===== src/grfe_ram.sv =====
// grfe_ram: generic single write, single read ram with registered read
// no dependencies
module grfe_ram #(
    parameter int WIDTH = 8,
    parameter int DEPTH = 16,
    parameter int AW    = 4
) (
    input  logic             i_clk,
    input  logic             i_we,
    input  logic [AW-1:0]    i_waddr,
    input  logic [WIDTH-1:0] i_wdata,
    input  logic             i_re,
    input  logic [AW-1:0]    i_raddr,
    output logic [WIDTH-1:0] o_rdata
);
    logic [WIDTH-1:0] r_mem [DEPTH];
    logic [WIDTH-1:0] r_rdata;

    always_ff @(posedge i_clk) begin
        if (i_we) begin
            r_mem[i_waddr] <= i_wdata;
        end
        if (i_re) begin
            r_rdata <= r_mem[i_raddr];
        end
    end

    assign o_rdata = r_rdata;
endmodule


===== config.mk =====
export PLATFORM = sky130hd
export DESIGN_NAME = grfe_ram
export DESIGN_NICKNAME = d
export VERILOG_FILES = /design/src/grfe_ram.sv
export SDC_FILE = /design/constraint.sdc
export NUM_CORES = 1
export LEC_CHECK = 0
export BUFFER_PORTS_ARGS = -buffer_cell sky130_fd_sc_hd__buf_4
export CAP_MARGIN = 5
export CELL_PAD_IN_SITES_DETAIL_PLACEMENT = 0
export CELL_PAD_IN_SITES_GLOBAL_PLACEMENT = 1
export CORE_MARGIN = 2
export CORE_UTILIZATION = 57
export CTS_CLUSTER_DIAMETER = 40
export DETAILED_ROUTE_END_ITERATION = 10
export MAX_ROUTING_LAYER = met4
export PLACE_DENSITY = 0.81
export SYNTH_ARGS = -nofsm -noshare
export SYNTH_HDL_FRONTEND = slang
export SYNTH_SLANG_ARGS = --single-unit

===== constraint.sdc =====
create_clock -name i_clk -period 5.5 [get_ports i_clk]
set_clock_uncertainty 0.05 [all_clocks]
set_input_delay 1.375 -clock i_clk [delete_from_list [all_inputs] [get_ports i_clk]]
set_output_delay 1.375 -clock i_clk [all_outputs]
set_load 0.01 [all_outputs]

==> results of run 1 <==
-- worst min path at each step --
| stage | from | endpoint | slack [ps] | cells past startpoint |
|---|---|---|---|---|
| after floorplan | r_mem[7][0] | o_rdata[0] | 650 | 3 |
| after global placement | r_mem[11][5] | o_rdata[5] | 680 | 3 |
| after detailed placement | r_mem[4][1] | o_rdata[1] | 700 | 3 |
| after CTS | r_mem[4][1] | o_rdata[1] | 720 | 3 |
| after global routing | r_mem[8][0] | o_rdata[0] | 750 | 3 |
| final | r_mem[4][1] | o_rdata[1] | 700 | 3 |
-- power by group --
| part | total (W) | switching (W) | leakage (nW) | internal, W |
|---|---|---|---|---|
| registers | 0.00118 | 0.00000665 | 1.24 | 0.00117 |
| clock network | 0.00110 | 0.000383 | 0.275 | 0.000719 |
| logic | 0.000108 | 0.0000612 | 0.503 | 0.0000466 |
-- placed cells by master (no fill, tap or decap) --
master	instances
a22oi_1	16
and2_1	1
and2b_1	1
buf_4	27
bufinv_16	4
clkbuf_16	16
clkbuf_8	1
clkinv_1	4
clkinv_2	2
clkinvlp_4	2
edfxtp_1	136
mux4_1	14
mux4_2	18
nand2_1	9
nand2b_1	2
nand3_1	1
nand3b_1	2
nor2_1	13
nor2b_1	1
nor3_1	2
nor3_2	2
or3b_2	1
-- metal layers --
metal | wire length (um) | part of all wire | track usage | up-vias
met2 | 4941 | 0.50 | 0.3337 | 93
met1 | 4251 | 0.43 | 0.3224 | 1254
met4 | 68 | 0.0069 | 0.06744 | 0
met3 | 617 | 0.062 | 0.05903 | 8
li1 | - | - | - | 1051
met5 | 0 | 0 | - | -
-- flip-flops by register name (all words and copies together) (netlist names) --
register,cells
r_mem,128
o_rdata,8
-- worst max-delay path: cells and delay by family --
kind	cells	cell delay, ps
buffers and inverters	1	120
AND/OR/NAND/NOR	2	1450
-- per-stage QoR --
step / cells / hold WS, ps / util / instance area, um2
2_1_floorplan: 229 / 654.8 / - / 5228
4_1_cts: 383 / 716.6 / 0.6885 / 6063
3_3_place_gp: 354 / 677.7 / 0.6233 / 5489
3_5_place_dp: 354 / 702.5 / 0.6233 / 5489
5_1_grt: 383 / 748.9 / 0.6885 / 6063
6_report: 383 / 704.4 / 0.6885 / 6063
-- cell usage after synthesis (all sizes together) --
cell and instances:
a22oi 16, and2b 1, nand2b 2, nor2 13, nor2b 1, mux4 32
nand3 1, and2 1, or3b 1, clkdlybuf4s25 3, nor3 4, edfxtp 136
nand3b 2, buf 7, nand2 9
-- kinds of logic (layout without fill, tap and decap cells) --
kind of cell    Yosys count  in the layout
compound gates           16             16
mux                      32             32
buf+inv                  10             56
simple gates             35             35
flops                   136            136
-- final cells by class --
type                    count  area, um2  share of cell area
clock buffers              17      414.1             0.06830
multi-input cells          83       1067              0.1760
well taps                 108      135.1             0.02229
repair buffers             27      202.7             0.03343
clock inverters            12      160.2             0.02641
flip-flops and latches    136       4084              0.6735
==> reports/qor.csv, run 1 <==
stage,metric,value,unit
yosys,synthAdderAreaFrac,0,
critical_path,cp.arrival,2950,ps
worst_hold_path,hp-class,flip-flop to flip-flop,
critical_path,path_max_fanout,8,
floorplan,start_util,0.5936,
route,viasPerCell,6.282,
cts,root_buffer,clkbuf_8,
cts,clockBufferDepth,2,
cts,clkTransAtPathRegs,60,ps
pwr,p_leak,2.014,nW
critical_path,start_kind,primary input,
finish,fillers,522,
critical_path,slowest_delay,950,ps
pwr,p_per_area,393.3,nW/um2
route,detail_route.wl_per_cell,25.79,um
route,antenna_left,0,
floorplan,coreArea,8806,um2
yosys,yosys.area.top_type_share,0.7812,
yosys,synth-xor-area-share,0,
critical_path,worst-setup-path-type,primary input to flip-flop,
cts,post_cts_resized,0,
global_routing,grt_antenna_before_repair,0,
global_routing,track_usage,0.2272,
finish,final_nets,284,
floorplan,dieHeight,99.77,um
status,status,"finished, final reports clean",
critical_path,end_kind,flip-flop,
yosys,synth_cell_types,18,
route,drc,0,
pwr,irDropWorstVdd,0.2580,mV
critical_path,rr_worst_depth,3,
sta,hold_violations,0,
yosys,yosysWarnings,0,
yosys,synth_top_family_by_area,multiplexers,
critical_path,worstSetupStartpoint,i_waddr[2],
route,firstDrtPassIters,4,
yosys,syn-cell-area,5228,um2
sta,period_share,0.5250,
yosys,synth-seq-cells,136,
sta,max_freq,0.3463,GHz
route,dr_total_vias,2406,
critical_path,r2r_start,r_mem[11][2],
cts,ctsHoldBuffers,0,
flow_run,maxCapViolations,0,
cts,cts_tree,yes,
route,wirelength,9878,um
critical_path,worstReg2RegEnd,o_rdata[2],
floorplan,die_area,9953,um2
placed_design,gp_congestion,0.7388,
placed_design,dp_hpwl,5683,um
global_routing,grt_max_degree,33,
placed_design,port_buffers,26,
critical_path,worstSetupEndpoint,r_mem[0][4],
floorplan,rows,34,
yosys,synthMuxAreaShare,0.1479,
cts,cts.sinks,136,
yosys,yosys.area.top_type,edfxtp_1,
yosys,yosys.area_share.simple,0.03135,
finish,drive_gt1_frac,0.2655,
yosys,synth_area_leaders,"edfxtp_1, mux4_2, mux4_1",
sta,setup_viol,0,
sta,setup_slack,2612,ps
sta,rsz0062_at_grt,false,
floorplan,die_w,99.77,um
critical_path,r2r_setup_slack,3880,ps
global_routing,grt_pass1_vias,2490,
global_routing,grt_pass1_wl,15100,um
critical_path,crit_required,5560,ps
yosys,syn_area_per_cell,22.83,um2
sta,max_slew.worst_pin.slew,1229,ps
pwr,total_power,0.002385,W
sta,relSlewSlack,0.1741,
sta,finalSetupTns,0,ps
finish,antenna-diode-count,0,
yosys,synthCells,229,
yosys,seq_area_frac_synth,0.7812,
critical_path,slowest_stage,nor3_1,
finish,syn_to_final_growth,15.99,%
sta,min_period,2888,ps
critical_path,cp_cell_sequence,buf_4 > or3b_2 > nor3_1,
floorplan,pin_count,27,
yosys,synth_compound_area_frac,0.02298,
placed_design,place_ws,2068,ps
cts,cts_setup_buffers,0,
cts,cts_max_level,4,
sta,drv_slew,0,
route,drtIter0Drc,240,
global_routing,overflow,0,
cts,insertion_delay,500,ps
cts,cts-buffers-inserted,17,
yosys,syn-num-nets,248,
Power figures use the tool's default switching activity.
==> inputs of run 2 (changes only) <==
Settings changed: CORE_UTILIZATION 57 to 48, PLACE_DENSITY 0.81 to 0.72.
Clock period 5.5 ns to 2.3 ns, I/O delays scaled along.
==> run 2 against run 1 <==
  * Die area up 18%
  * First-iteration DRC count is 24% lower
  * Largest power group unchanged
  * Critical path type is now flip-flop to primary output
  * Global-route usage fell by 3.8 points
  * Hold slack got worse by 400 ps
  * Core utilization shrank 10 points
  * Largest cell class unchanged
  * Cell area up 4.0%
==> reports/qor.csv, run 2 (same netlist as run 1, synthesis figures left out) <==
stage,metric,value,unit
finish,final_nets,307,
critical_path,r2r_setup_slack,670,ps
cts,cts_max_level,4,
cts,cts.sinks,136,
critical_path,r2r_start,r_mem[2][2],
status,status,"finished, final reports clean",
route,antenna_left,0,
route,dr_total_vias,2432,
finish,largest_register_ffs,128,
critical_path,cp.arrival,1090,ps
critical_path,worst-setup-path-type,flip-flop to primary output,
worst_hold_path,hp-class,primary input to flip-flop,
floorplan,die_area,11740,um2
sta,hold_violations,0,
critical_path,critPathBufInv,1,
finish,regMostFlops,r_mem,
cts,post_cts_resized,0,
sta,period_share,0.7461,
cts,ctsHoldBuffers,0,
floorplan,die_w,108.4,um
global_routing,track_usage,0.1894,
cts,cts_tree,yes,
sta,min_period,1716,ps
finish,final_cell_mix,"edfxtp_1, buf_4, mux4_2, a22oi_1, clkbuf_16",
placed_design,dp_hpwl,6237,um
pwr,clkPwrFrac,0.458,
sta,rsz0062_at_grt,false,
route,detail_route.wl_per_cell,21.93,um
floorplan,dieHeight,108.4,um
finish,final_common_cell,edfxtp_1,
critical_path,rr_worst_depth,3,
cts,clockBufferDepth,2,
critical_path,worstReg2RegEnd,o_rdata[2],
global_routing,overflow,0,
critical_path,worstSetupStartpoint,o_rdata[5],
critical_path,crit_required,1670,ps
pwr,p_sw,0.001137,W
route,firstDrtPassIters,4,
sta,setup_viol,0,
cts,clkTransAtPathRegs,60,ps
placed_design,gp_congestion,0.7424,
pwr,power_frac_seq,0.492,
route,viasPerCell,5.515,
global_routing,grt_antenna_before_repair,0,
global_routing,grt_max_degree,21,
cts,root_buffer,clkbuf_8,
critical_path,end_kind,primary output,
floorplan,pin_count,27,
cts,insertion_delay,530,ps
critical_path,path_max_fanout,1,
finish,drive_gt1_frac,0.3256,
sta,finalSetupTns,0,ps
pwr,irDropWorstVdd,0.4198,mV
finish,fillers,816,
sta,relSlewSlack,0.7419,
sta,max_slew.worst_pin.slew,387.2,ps
flow_run,maxCapViolations,0,
critical_path,slowest_delay,410,ps
finish,regArea,4084,um2
critical_path,start_kind,flip-flop,
critical_path,cp.depth,1,
finish,multi_input_area,1057,um2
finish,final_core_util,0.5866,
cts,cts_setup_buffers,0,
finish,antenna-diode-count,0,
critical_path,slowest_stage,edfxtp_1,
pwr,p_per_area,904.1,nW/um2
cts,cts-buffers-inserted,17,
route,drtIter0Drc,182,
placed_design,port_buffers,26,
route,wirelength,9669,um
critical_path,cp_cell_sequence,buf_4,
finish,syn_to_final_growth,20.58,%
pwr,intPower,0.004562,W
global_routing,grt_pass1_vias,2429,
route,drc,0,
sta,max_freq,0.5828,GHz
critical_path,cpLargestDelayFamily,flip-flops,
pwr,p_sw_frac,0.1995,
floorplan,start_util,0.4865,
pwr,power_frac_comb,0.050,
floorplan,coreArea,10750,um2
pwr,p_leak,2.154,nW
floorplan,rows,38,
global_routing,grt_pass1_wl,14510,um
sta,drv_slew,0,
critical_path,worstSetupEndpoint,o_rdata[5],
==> run 2: worst min-delay path by stage <==
stage	from	end	depth (start not counted)
floorplan	i_wdata[0]	r_mem[0][0]	0
global placement	r_mem[11][2]	o_rdata[2]	3
detailed placement	r_mem[15][5]	o_rdata[5]	3
CTS	i_re	o_rdata[1]	1
global route	i_re	o_rdata[7]	1
finish	i_re	o_rdata[7]	1
==> run 2: stage by stage <==
step | hold WS [ps] | power (W) | std cells | setup slack, ps | area, um2
after global placement | 680.5 | 0.003141 | 409 | 57.49 | 5729
after CTS | 280.0 | 0.005745 | 441 | 559.9 | 6304
after floorplan | 623.9 | 0.003002 | 229 | 182.1 | 5228
final | 301.7 | 0.005699 | 441 | 584.0 | 6304
after global routing | 289.8 | 0.005876 | 441 | 551.8 | 6304
after detailed placement | 683.8 | 0.003145 | 409 | 70.68 | 5729
==> run 2: final cells by class <==
class | instances | share of cell area
clock buffers | 18 | 0.06630
flip-flops and latches | 136 | 0.6479
clock inverters | 14 | 0.02481
well taps | 140 | 0.02779
multi-input cells | 83 | 0.1677
repair buffers | 50 | 0.06550
==> run 2: per-layer routing <==
layer | global-route usage | vias up | share of wire | wire length (um)
li1 | - | 1098 | - | -
met1 | 0.2476 | 1242 | 0.44 | 4297
met2 | 0.2776 | 83 | 0.48 | 4657
met3 | 0.06209 | 9 | 0.062 | 601
met4 | 0.07692 | 0 | 0.012 | 113
met5 | - | - | 0 | 0
==> run 2: power groups by stage <==
stage | clock [W] | combinational, W | sequential, W
5_1_grt | 0.00276 | 0.000309 | 0.00281
2_1_floorplan | 0 | 0.000141 | 0.00286
4_1_cts | 0.00265 | 0.000290 | 0.00281
3_5_place_dp | 0 | 0.000288 | 0.00286
6_report | 0.00261 | 0.000284 | 0.00281
3_3_place_gp | 0 | 0.000286 | 0.00286
