**src/grfe_pkg.sv**
```systemverilog
// grfe_pkg: beat types, command and status codes and fixed-point constants
// for the gaussian rbf field evaluator; no dependencies
package grfe_pkg;

    localparam int NCOORD = 6;

    localparam logic [1:0] CMD_CLEAR  = 2'd0;
    localparam logic [1:0] CMD_APPEND = 2'd1;
    localparam logic [1:0] CMD_EVAL   = 2'd2;
    localparam logic [1:0] CMD_RSVD   = 2'd3;  // no operation, zero result

    localparam logic [1:0] ST_OK   = 2'd0;
    localparam logic [1:0] ST_FULL = 2'd1;
    localparam logic [1:0] ST_SAT  = 2'd2;

    // reciprocals for exact floor division of the narrow series terms
    localparam logic [21:0] RECIP6  = 22'd2796203;  // ceil(2^24/6)
    localparam logic [19:0] RECIP24 = 20'd699051;   // ceil(2^24/24)

    typedef struct packed {
        logic [1:0]         cmd;
        logic signed [15:0] coord_0;
        logic signed [15:0] coord_1;
        logic signed [15:0] coord_2;
        logic signed [15:0] coord_3;
        logic signed [15:0] coord_4;
        logic signed [15:0] coord_5;
        logic signed [15:0] weight;
        logic signed [15:0] width;
        logic [2:0]         dims_used;
    } t_in_beat;

    typedef struct packed {
        logic signed [31:0] field_sum;
        logic [1:0]         status;
    } t_out_beat;

    // one stored center
    typedef struct packed {
        logic [2:0]               dims;
        logic [15:0]              eps;
        logic [15:0]              wgt;
        logic [NCOORD-1:0][15:0]  pos;
    } t_center;

    typedef struct packed {
        logic start;   // load query, clear accumulator
        logic rd_en;   // center read issued this cycle
    } t_dp_cmd;

    typedef struct packed {
        logic busy;    // centers still in the pipeline
        logic sat;     // result clamped
    } t_dp_stat;

endpackage

```
**src/grfe_ctrl.sv**
```systemverilog
// grfe_ctrl: command sequencer, center count, table access and output beat
// register; depends on grfe_pkg
module grfe_ctrl
    import grfe_pkg::*;
#(
    parameter int MAX_CENTERS = 64,
    parameter int AW          = 6
) (
    input  logic               i_clk,
    input  logic               i_rst_n,
    input  logic               i_in_valid,
    output logic               o_in_ready,
    input  t_in_beat           i_in_data,
    output logic               o_out_valid,
    input  logic               i_out_ready,
    output t_out_beat          o_out_data,
    output logic               o_ram_we,
    output logic [AW-1:0]      o_ram_waddr,
    output logic               o_ram_re,
    output logic [AW-1:0]      o_ram_raddr,
    output t_dp_cmd            o_dp_cmd,
    input  t_dp_stat           i_dp_stat,
    input  logic signed [31:0] i_dp_result
);
    localparam int CW = $clog2(MAX_CENTERS + 1);

    localparam logic [1:0] S_IDLE  = 2'd0;
    localparam logic [1:0] S_RUN   = 2'd1;
    localparam logic [1:0] S_DRAIN = 2'd2;
    localparam logic [1:0] S_DONE  = 2'd3;

    logic [1:0]    r_state, n_state;
    logic [CW-1:0] r_count, n_count;
    logic [CW-1:0] r_idx, n_idx;
    logic          r_ovalid, n_ovalid;
    t_out_beat     r_odata, n_odata;
    logic          out_free;

    assign out_free   = !r_ovalid || i_out_ready;
    assign o_in_ready = (r_state == S_IDLE) && out_free;

    always_comb begin
        n_state  = r_state;
        n_count  = r_count;
        n_idx    = r_idx;
        n_ovalid = r_ovalid && !i_out_ready;
        n_odata  = r_odata;
        o_ram_we = 1'b0;
        o_ram_re = 1'b0;
        o_dp_cmd = '0;
        unique case (r_state)
            S_IDLE: begin
                if (i_in_valid && o_in_ready) begin
                    n_ovalid = 1'b1;
                    n_odata  = '{field_sum: '0, status: ST_OK};
                    case (i_in_data.cmd)
                        CMD_CLEAR: n_count = '0;
                        CMD_APPEND: begin
                            if (r_count == CW'(MAX_CENTERS)) begin
                                n_odata.status = ST_FULL;
                            end else begin
                                o_ram_we = 1'b1;
                                n_count  = r_count + 1'b1;
                            end
                        end
                        CMD_EVAL: begin
                            n_ovalid       = 1'b0;
                            o_dp_cmd.start = 1'b1;
                            n_idx          = '0;
                            n_state        = S_RUN;
                        end
                        default: ;
                    endcase
                end
            end
            S_RUN: begin
                if (r_idx < r_count) begin
                    o_ram_re       = 1'b1;
                    o_dp_cmd.rd_en = 1'b1;
                    n_idx          = r_idx + 1'b1;
                end else begin
                    n_state = S_DRAIN;
                end
            end
            S_DRAIN: begin
                if (!i_dp_stat.busy) begin
                    n_state = S_DONE;
                end
            end
            S_DONE: begin
                if (out_free) begin
                    n_ovalid = 1'b1;
                    n_odata.field_sum = i_dp_result;
                    n_odata.status    = i_dp_stat.sat ? ST_SAT : ST_OK;
                    n_state  = S_IDLE;
                end
            end
            default: n_state = S_IDLE;
        endcase
    end

    always_ff @(posedge i_clk) begin
        if (!i_rst_n) begin
            r_state  <= S_IDLE;
            r_count  <= '0;
            r_idx    <= '0;
            r_ovalid <= 1'b0;
        end else begin
            r_state  <= n_state;
            r_count  <= n_count;
            r_idx    <= n_idx;
            r_ovalid <= n_ovalid;
        end
    end

    always_ff @(posedge i_clk) begin
        r_odata <= n_odata;
    end

    assign o_ram_waddr = r_count[AW-1:0];
    assign o_ram_raddr = r_idx[AW-1:0];
    assign o_out_valid = r_ovalid;
    assign o_out_data  = r_odata;
endmodule

```
**config.mk**
```make
export PLATFORM = sky130hd
export DESIGN_NAME = grfe_ctrl
export DESIGN_NICKNAME = d
export VERILOG_FILES = /design/src/grfe_pkg.sv /design/src/grfe_ctrl.sv
export SDC_FILE = /design/constraint.sdc
export NUM_CORES = 1
export LEC_CHECK = 0
export ABC_CLOCK_PERIOD_IN_PS = 4200
export BUFFER_PORTS_ARGS = -buffer_cell sky130_fd_sc_hd__buf_4
export CORE_ASPECT_RATIO = 1.75
export CORE_MARGIN = 10
export CORE_UTILIZATION = 35
export CTS_CLUSTER_SIZE = 24
export DETAILED_ROUTE_END_ITERATION = 16
export PLACE_DENSITY = 0.79
export SKIP_LAST_GASP = 1
export SYNTH_ARGS = -nofsm -noshare
export SYNTH_HDL_FRONTEND = slang
export SYNTH_SLANG_ARGS = --single-unit
```
**constraint.sdc**
```tcl
create_clock -name i_clk -period 4.2 [get_ports i_clk]
set_clock_uncertainty 0.15 [all_clocks]
set_input_delay 0.84 -clock i_clk [delete_from_list [all_inputs] [get_ports i_clk]]
set_output_delay 0.84 -clock i_clk [all_outputs]
set_load 0.005 [all_outputs]
```
==> impl_metrics.prom, run 1 <==
# TYPE chip_impl_metric gauge
chip_impl_info{name="cts.root.buffer_cell",value="sky130_fd_sc_hd__clkbuf_16"} 1
chip_impl_metric{name="max_slew_margin",unit="%"} 36.15
chip_impl_info{name="timing.hold.worst_endpoint",value="r_idx[6]"} 1
chip_impl_metric{name="fmax",unit="MHz"} 317.9
chip_impl_metric{name="cts_htree_levels",unit=""} 2
chip_impl_info{name="start_kind",value="flip-flop"} 1
chip_impl_info{name="synth_top_cells_by_count",value="38 x sky130_fd_sc_hd__and2_1, 34 x sky130_fd_sc_hd__edfxtp_1, 17 x sky130_fd_sc_hd__dfxtp_1"} 1
chip_impl_metric{name="synthesized_netlist_cell_count",unit=""} 226
chip_impl_metric{name="port-buffer-count",unit=""} 91
chip_impl_info{name="run_status",value="finished clean"} 1
chip_impl_metric{name="netlist-cell-type-count",unit=""} 38
chip_impl_metric{name="cap_violations",unit=""} 0
chip_impl_info{name="synth_top_area_cell",value="sky130_fd_sc_hd__edfxtp_1"} 1
chip_impl_metric{name="synth_area",unit="mm2"} 0.002527
chip_impl_metric{name="fp-row-count",unit=""} 41
chip_impl_info{name="crit_type",value="reg2out"} 1
chip_impl_metric{name="regToRegSetupSlack",unit="ns"} 1.46
chip_impl_metric{name="finalWorstPathRequiredPeriod",unit="ns"} 3.146
chip_impl_metric{name="cts.sink_count",unit=""} 51
chip_impl_metric{name="antenna-diode-count",unit=""} 0
chip_impl_metric{name="critical_path.max_stage_delay",unit="ns"} 0.48
chip_impl_metric{name="synth-seq-area-share",unit="%"} 53.86
chip_impl_metric{name="worst-path-max-fanout",unit=""} 7
chip_impl_info{name="cp_cell_sequence",value="inv_1 > ha_1 > or4b_4 > nor4b_4 > or2_2 > nor2_1 > buf_4"} 1
chip_impl_metric{name="synth-seq-cells",unit=""} 51
chip_impl_metric{name="final.period_utilization",unit="%"} 74.89
chip_impl_metric{name="hpwlAfterDp",unit="um"} 5060
chip_impl_metric{name="leakagePower",unit="uW"} 0.001379
chip_impl_metric{name="die_area",unit="mm2"} 0.01115
chip_impl_metric{name="core_area",unit="mm2"} 0.007131
chip_impl_metric{name="grt_max_degree",unit=""} 38
chip_impl_info{name="cts_tree",value="done"} 1
chip_impl_metric{name="share_of_cells_above_drive_strength_1",unit="%"} 35.41
chip_impl_metric{name="post-cts-setup-buffer-count",unit=""} 0
chip_impl_metric{name="async_reset_ff_share",unit="%"} 0
chip_impl_metric{name="first_drt_pass_iteration_count",unit=""} 4
chip_impl_metric{name="die_width",unit="um"} 84.24
chip_impl_metric{name="clkLatencyLatePin",unit="ns"} 0.29
chip_impl_metric{name="synthesis.yosys.warnings",unit=""} 0
chip_impl_metric{name="final_net_count",unit=""} 489
chip_impl_metric{name="wl_per_cell",unit="um"} 16.96
chip_impl_info{name="cell_with_the_most_instances_after_synthesis",value="sky130_fd_sc_hd__and2_1"} 1
chip_impl_info{name="cp_slowest_cell",value="sky130_fd_sc_hd__or4b_4"} 1
chip_impl_metric{name="detailroute.via_count",unit=""} 1904
chip_impl_info{name="synthFlopType",value="sky130_fd_sc_hd__edfxtp_1"} 1
chip_impl_metric{name="grt_first_pass_wirelength",unit="um"} 10410
chip_impl_metric{name="final-setup-viol-count",unit=""} 0
chip_impl_metric{name="cts-hold-fix-buffers",unit=""} 0
chip_impl_info{name="grt_setup_unrepaired",value="no"} 1
chip_impl_metric{name="gp_congestion",unit=""} 0.7633
chip_impl_metric{name="grt_usage",unit="%"} 11.64
chip_impl_metric{name="hold_viol",unit=""} 0
chip_impl_metric{name="numCtsBuffers",unit=""} 5
chip_impl_metric{name="clkTransAtPathRegs",unit="ns"} 0.07
chip_impl_metric{name="worst_pin_slew",unit="ns"} 0.9578
chip_impl_metric{name="reg2regPathDepth",unit=""} 3
chip_impl_metric{name="vias_in_the_first_global_route",unit=""} 1984
chip_impl_metric{name="die_height",unit="um"} 132.4
chip_impl_info{name="hold_start",value="r_idx[6]"} 1
chip_impl_info{name="element_type_at_the_critical_path_end",value="primary output"} 1
chip_impl_metric{name="number_of_flops_mapped_to_enable_cells_by_yosys",unit=""} 34
chip_impl_metric{name="hold-path-cell-count",unit=""} 1
chip_impl_metric{name="final.setup.tns",unit="ns"} 0
chip_impl_metric{name="start_util",unit="%"} 35.44
chip_impl_metric{name="drc",unit=""} 0
chip_impl_metric{name="leftover_overflow_at_the_end_of_global_routing",unit=""} 0
chip_impl_metric{name="layout.filler_cells",unit=""} 670
chip_impl_metric{name="slew_viol_final",unit=""} 0
chip_impl_info{name="reg2reg_from",value="r_state[0]"} 1
chip_impl_metric{name="worst_ep_required_time",unit="ns"} 3.21
chip_impl_metric{name="synth_nets",unit=""} 411
chip_impl_metric{name="initial_antenna_violation_count",unit=""} 0
chip_impl_metric{name="route.final.wire_length",unit="um"} 6630
chip_impl_metric{name="cts_resized",unit=""} 0
chip_impl_metric{name="drt_iter0_drc",unit=""} 57
chip_impl_metric{name="ir_drop",unit="mV"} 0.2539
chip_impl_metric{name="syn_area_per_cell",unit="um2"} 11.18
chip_impl_metric{name="area_growth_syn_to_layout",unit="%"} 32.38
chip_impl_info{name="r2r-end",value="o_out_data[28]"} 1
chip_impl_metric{name="io_pins",unit=""} 223
chip_impl_metric{name="critPathArrivalTime",unit="ns"} 2.16
chip_impl_metric{name="post-layout-total-power",unit="uW"} 1532
chip_impl_info{name="synth.top_cells.by_area",value="sky130_fd_sc_hd__edfxtp_1 40%, sky130_fd_sc_hd__dfxtp_1 13%, sky130_fd_sc_hd__and2_1 9.4%, sky130_fd_sc_hd__ha_1 6.9%, sky130_fd_sc_hd__buf_4 3.9%"} 1
chip_impl_metric{name="ant_nets",unit=""} 0
chip_impl_metric{name="pwr_density_cell",unit="mW/mm2"} 458.0
chip_impl_metric{name="via_per_inst",unit=""} 4.870
chip_impl_metric{name="synthDominantCellAreaShare",unit="%"} 40.40
chip_impl_metric{name="clk_path_buf_depth",unit=""} 2
chip_impl_info{name="min_path_type",value="reg2reg"} 1
==> critical path, delay by kind of cell (launching register included) <==
family	cells	cell delay, ns
adder cells (fa/ha/maj)	1	0.15
buffers and inverters	2	0.26
flip-flops	1	0.41
AND/OR/NAND/NOR	4	1.04
==> placed cells by master, fill, tap and decap left out, types with 2 or more instances in the layout <==
cell type | synthesis | layout
sky130_fd_sc_hd__a211oi_1 | 2 | 2
sky130_fd_sc_hd__a21oi_1 | 7 | 7
sky130_fd_sc_hd__and2_1 | 38 | 38
sky130_fd_sc_hd__buf_4 | 13 | 91
sky130_fd_sc_hd__clkbuf_16 | 0 | 5
sky130_fd_sc_hd__dfxtp_1 | 17 | 17
sky130_fd_sc_hd__edfxtp_1 | 34 | 34
sky130_fd_sc_hd__ha_1 | 14 | 14
sky130_fd_sc_hd__inv_1 | 13 | 13
sky130_fd_sc_hd__mux2i_1 | 3 | 3
sky130_fd_sc_hd__nand2_1 | 11 | 11
sky130_fd_sc_hd__nand2b_1 | 3 | 3
sky130_fd_sc_hd__nand3_1 | 5 | 5
sky130_fd_sc_hd__nand4_1 | 3 | 3
sky130_fd_sc_hd__nor2_1 | 8 | 7
sky130_fd_sc_hd__nor2b_1 | 4 | 4
sky130_fd_sc_hd__nor3_1 | 2 | 2
sky130_fd_sc_hd__nor3b_1 | 2 | 2
sky130_fd_sc_hd__nor4_1 | 3 | 3
sky130_fd_sc_hd__o211ai_1 | 3 | 3
sky130_fd_sc_hd__o21ai_0 | 9 | 9
sky130_fd_sc_hd__o31ai_1 | 4 | 4
sky130_fd_sc_hd__o32ai_1 | 2 | 2
sky130_fd_sc_hd__or2_2 | 3 | 3
sky130_fd_sc_hd__xnor2_1 | 4 | 4
==> flip-flops by register name, summed over array words and instances, names as in the netlist <==
signal,count
o_out_valid,1
o_out_data,34
r_state,2
r_idx,7
r_count,7
==> stage by stage <==
step	area (um2)	hold WS, ns	utilization (%)	cells	setup slack, ns
global placement	3201	0.3106	44.89	383	1.252
CTS	3346	0.3321	46.92	391	1.062
detailed placement	3201	0.3164	44.89	383	1.281
global route	3346	0.3602	46.92	391	0.9449
floorplan	2527	0.2939	-	226	1.259
finish	3346	0.3281	46.92	391	1.054
==> how the worst max path moves through the flow <==
stage                     slack (ns)            end         from
after floorplan                 1.26  o_out_data[0]  i_out_ready
after global placement          1.25       o_ram_we  i_out_ready
after detailed placement        1.28       o_ram_we  i_out_ready
after CTS                       1.06       o_ram_we   r_count[0]
after global routing            0.94       o_ram_we   r_count[0]
final                           1.05       o_ram_we   r_count[0]
==> cell type report <==
type	instances	area (um2)	area share, %
sequential	51	1361	40.69
multi-input combinational	142	999.7	29.88
timing repair buffer	91	683.2	20.42
clock buffer	6	128.9	3.852
inverter	13	48.80	1.458
tap	86	107.6	3.216
clock inverter	2	16.27	0.4862
==> cell families (layout without fill, tap and decap cells) <==
kind of cell	after synthesis	count (layout)	share of synthesized area, %
DFF	51	51	53.86
xor gates and xnor gates	4	4	1.386
muxes	3	3	1.188
buffers and inverters	33	112	6.881
and+or+nand+nor	90	90	21.63
AOI/OAI and AO/OA	31	31	8.119
adders and majority gates	14	14	6.931
==> power breakdown <==
group	leakage, uW	total (uW)	internal [uW]	switching [uW]
clock	0.0000675	407	223	183
combinational	0.000835	435	209	225
sequential	0.000476	691	655	36.4
==> metal layers <==
metal	global-route usage, %	wire length (um)	up-vias	part of all wire (%)
met2	17.66	3006	72	45
met5	0	0	-	0
li1	-	-	941	-
met3	5.900	767	4	12
met4	5.047	110	0	1.7
met1	13.37	2746	887	41
Note: power is estimated with default switching activity, not from simulation.
==> run 2: changes to the inputs <==
--- a/config.mk
+++ b/config.mk
@@ -5,7 +5,7 @@
 export SDC_FILE = /design/constraint.sdc
 export NUM_CORES = 1
 export LEC_CHECK = 0
-export ABC_CLOCK_PERIOD_IN_PS = 4200
+export ABC_CLOCK_PERIOD_IN_PS = 2900
 export BUFFER_PORTS_ARGS = -buffer_cell sky130_fd_sc_hd__buf_4
 export CORE_ASPECT_RATIO = 1.75
 export CORE_MARGIN = 10
==> constraint.sdc (replaced) <==
create_clock -name i_clk -period 2.9 [get_ports i_clk]
set_clock_uncertainty 0.15 [all_clocks]
set_input_delay 0.58 -clock i_clk [delete_from_list [all_inputs] [get_ports i_clk]]
set_output_delay 0.58 -clock i_clk [all_outputs]
set_load 0.005 [all_outputs]
==> impl_metrics.prom, run 2 (synthesis results as in run 1) <==
# TYPE chip_impl_metric gauge
chip_impl_metric{name="critPathArrivalTime",unit="ns"} 2.10
chip_impl_metric{name="detailroute.via_count",unit=""} 1959
chip_impl_info{name="r2r-end",value="r_idx[5]"} 1
chip_impl_metric{name="io_pins",unit=""} 223
chip_impl_metric{name="met2_wirelength",unit="um"} 3082
chip_impl_metric{name="final_area",unit="mm2"} 0.003405
chip_impl_metric{name="cell_total_after_placement",unit=""} 386
chip_impl_metric{name="drc",unit=""} 0
chip_impl_metric{name="final-setup-viol-count",unit=""} 0
chip_impl_metric{name="die_height",unit="um"} 132.4
chip_impl_metric{name="grt_max_degree",unit=""} 25
chip_impl_info{name="mostFrequentLayoutCells",value="95 x sky130_fd_sc_hd__buf_4, 38 x sky130_fd_sc_hd__and2_1, 34 x sky130_fd_sc_hd__edfxtp_1"} 1
chip_impl_metric{name="share_of_cells_above_drive_strength_1",unit="%"} 37.10
chip_impl_info{name="hold_start",value="r_idx[6]"} 1
chip_impl_info{name="min_path_type",value="reg2reg"} 1
chip_impl_metric{name="drt_iter0_drc",unit=""} 80
chip_impl_metric{name="leftover_overflow_at_the_end_of_global_routing",unit=""} 0
chip_impl_metric{name="max_slew_margin",unit="%"} 57.68
chip_impl_metric{name="cts.sink_count",unit=""} 51
chip_impl_metric{name="gp_congestion",unit=""} 0.7682
chip_impl_info{name="crit_type",value="reg2out"} 1
chip_impl_metric{name="fp-row-count",unit=""} 41
chip_impl_metric{name="fmax",unit="MHz"} 353.2
chip_impl_metric{name="worst-path-max-fanout",unit=""} 5
chip_impl_metric{name="via_per_inst",unit=""} 4.947
chip_impl_metric{name="dpl_cell_area",unit="mm2"} 0.003236
chip_impl_info{name="element_type_at_the_critical_path_end",value="primary output"} 1
chip_impl_info{name="cts_tree",value="done"} 1
chip_impl_info{name="run_status",value="finished clean"} 1
chip_impl_metric{name="layout.filler_cells",unit=""} 665
chip_impl_metric{name="hpwlAfterDp",unit="um"} 5193
chip_impl_metric{name="route.final.wire_length",unit="um"} 6740
chip_impl_metric{name="core_area",unit="mm2"} 0.007131
chip_impl_metric{name="slew_viol_final",unit=""} 0
chip_impl_metric{name="initial_antenna_violation_count",unit=""} 0
chip_impl_metric{name="layout.cells.non_filler",unit=""} 396
chip_impl_metric{name="cap_violations",unit=""} 0
chip_impl_info{name="cts.root.buffer_cell",value="sky130_fd_sc_hd__clkbuf_16"} 1
chip_impl_metric{name="clkTransAtPathRegs",unit="ns"} 0.07
chip_impl_metric{name="die_width",unit="um"} 84.24
chip_impl_metric{name="grt_usage",unit="%"} 11.83
chip_impl_metric{name="detailroute.wirelength.met3",unit="um"} 759
chip_impl_metric{name="pwr_density_cell",unit="mW/mm2"} 662.1
chip_impl_metric{name="finalWorstPathRequiredPeriod",unit="ns"} 2.831
chip_impl_metric{name="start_util",unit="%"} 35.44
chip_impl_metric{name="cts_htree_levels",unit=""} 2
chip_impl_metric{name="clk_path_buf_depth",unit=""} 2
chip_impl_metric{name="clkLatencyLatePin",unit="ns"} 0.30
chip_impl_info{name="layout.cells.most_common",value="sky130_fd_sc_hd__buf_4"} 1
chip_impl_metric{name="final.period_utilization",unit="%"} 97.62
chip_impl_metric{name="die_area",unit="mm2"} 0.01115
chip_impl_metric{name="regToRegSetupSlack",unit="ns"} 0.51
chip_impl_metric{name="area_growth_syn_to_layout",unit="%"} 34.70
chip_impl_info{name="timing.hold.worst_endpoint",value="r_idx[6]"} 1
chip_impl_metric{name="final_net_count",unit=""} 494
chip_impl_info{name="grt_setup_unrepaired",value="yes"} 1
chip_impl_metric{name="ant_nets",unit=""} 0
chip_impl_metric{name="grt_first_pass_wirelength",unit="um"} 10550
chip_impl_metric{name="hold-path-cell-count",unit=""} 1
chip_impl_info{name="start_kind",value="flip-flop"} 1
chip_impl_metric{name="leakagePower",unit="uW"} 0.001418
chip_impl_metric{name="worst_slack",unit="ns"} 0.06897
chip_impl_metric{name="hold_viol",unit=""} 0
chip_impl_metric{name="ir_drop",unit="mV"} 0.3573
chip_impl_metric{name="antenna-diode-count",unit=""} 0
chip_impl_metric{name="numCtsBuffers",unit=""} 5
chip_impl_metric{name="detailedPlace.worstSlack",unit="ns"} 0.3593
chip_impl_metric{name="m1WireLength",unit="um"} 2724
chip_impl_info{name="reg2reg_from",value="r_count[2]"} 1
chip_impl_info{name="topRoutingLayerUsed",value="met4"} 1
chip_impl_metric{name="worst_pin_slew",unit="ns"} 0.6295
chip_impl_metric{name="first_drt_pass_iteration_count",unit=""} 4
chip_impl_metric{name="port-buffer-count",unit=""} 91
chip_impl_metric{name="wl_per_cell",unit="um"} 17.02
chip_impl_metric{name="reg2regPathDepth",unit=""} 7
chip_impl_metric{name="largest_register_ffs",unit=""} 34
chip_impl_metric{name="vias_in_the_first_global_route",unit=""} 2057
chip_impl_metric{name="worst_ep_required_time",unit="ns"} 2.17
## run 2: cell count changes in the layout (fill, tap and decap cells not counted)
cell	previous run	this run
sky130_fd_sc_hd__clkinv_2	0	1
sky130_fd_sc_hd__clkinvlp_4	1	0
sky130_fd_sc_hd__or2_2	3	2
sky130_fd_sc_hd__a21oi_2	0	1
sky130_fd_sc_hd__buf_12	0	1
sky130_fd_sc_hd__a21oi_1	7	6
sky130_fd_sc_hd__buf_4	91	95
sky130_fd_sc_hd__or2_4	0	1
sky130_fd_sc_hd__clkinv_4	0	1
sky130_fd_sc_hd__clkbuf_1	1	0
## run 2: routing by layer
layer	vias up	GRT usage [%]
li1	947	-
met1	922	12.89
met2	80	18.17
met3	10	5.778
met4	0	6.729
met5	-	0
## run 2: metrics by stage
stage               hold slack (ns)  power [uW]  utilization [%]  setup TNS [ns]
finish                       0.3369        2254            47.75               0
global route                 0.3535        2387            47.75        -0.05054
CTS                          0.3381        2282            47.45               0
detailed placement           0.3287        1679            45.38               0
global placement             0.3110        1662            45.38               0
floorplan                    0.2939        1317                -               0
## run 2: power breakdown
part | internal, uW | switching [uW]
combinational | 327 | 335
clock | 323 | 275
sequential | 945 | 48.9
## run 2: cell type report
cell class	count	area [um2]	area share, %
Timing Repair Buffer	96	733.2	21.54
Inverter	13	48.80	1.433
Multi-Input combinational cell	142	1006	29.55
Tap cell	86	107.6	3.161
Sequential cell	51	1361	39.99
Clock inverter	3	22.52	0.6615
Clock buffer	5	125.1	3.675
## run 2: timing repair
action,in CTS,in global routing
setup buffers,0,2
gates resized for setup,0,2
hold buffers,0,0
setup endpoints to repair,0,3
## run 2: worst max-delay path by stage
stage | startpoint | end | slack (ns) | cells past startpoint
final | r_count[1] | o_ram_we | 0.07 | 7
after global routing | r_count[1] | o_ram_we | -0.05 | 7
after CTS | r_count[1] | o_ram_we | 0.03 | 7
after detailed placement | r_count[1] | o_ram_we | 0.36 | 7
after global placement | r_count[1] | o_ram_we | 0.42 | 7
after floorplan | r_state[0] | o_out_data[0] | 0.55 | 5
## run 2: worst max-delay path: stages (launching register included)
cell	delay [ns]
sky130_fd_sc_hd__dfxtp_1	0.35
sky130_fd_sc_hd__inv_1	0.12
sky130_fd_sc_hd__ha_1	0.15
sky130_fd_sc_hd__or4b_4	0.48
sky130_fd_sc_hd__nor4b_4	0.32
sky130_fd_sc_hd__or2_4	0.19
sky130_fd_sc_hd__nor2_1	0.06
sky130_fd_sc_hd__buf_4	0.14
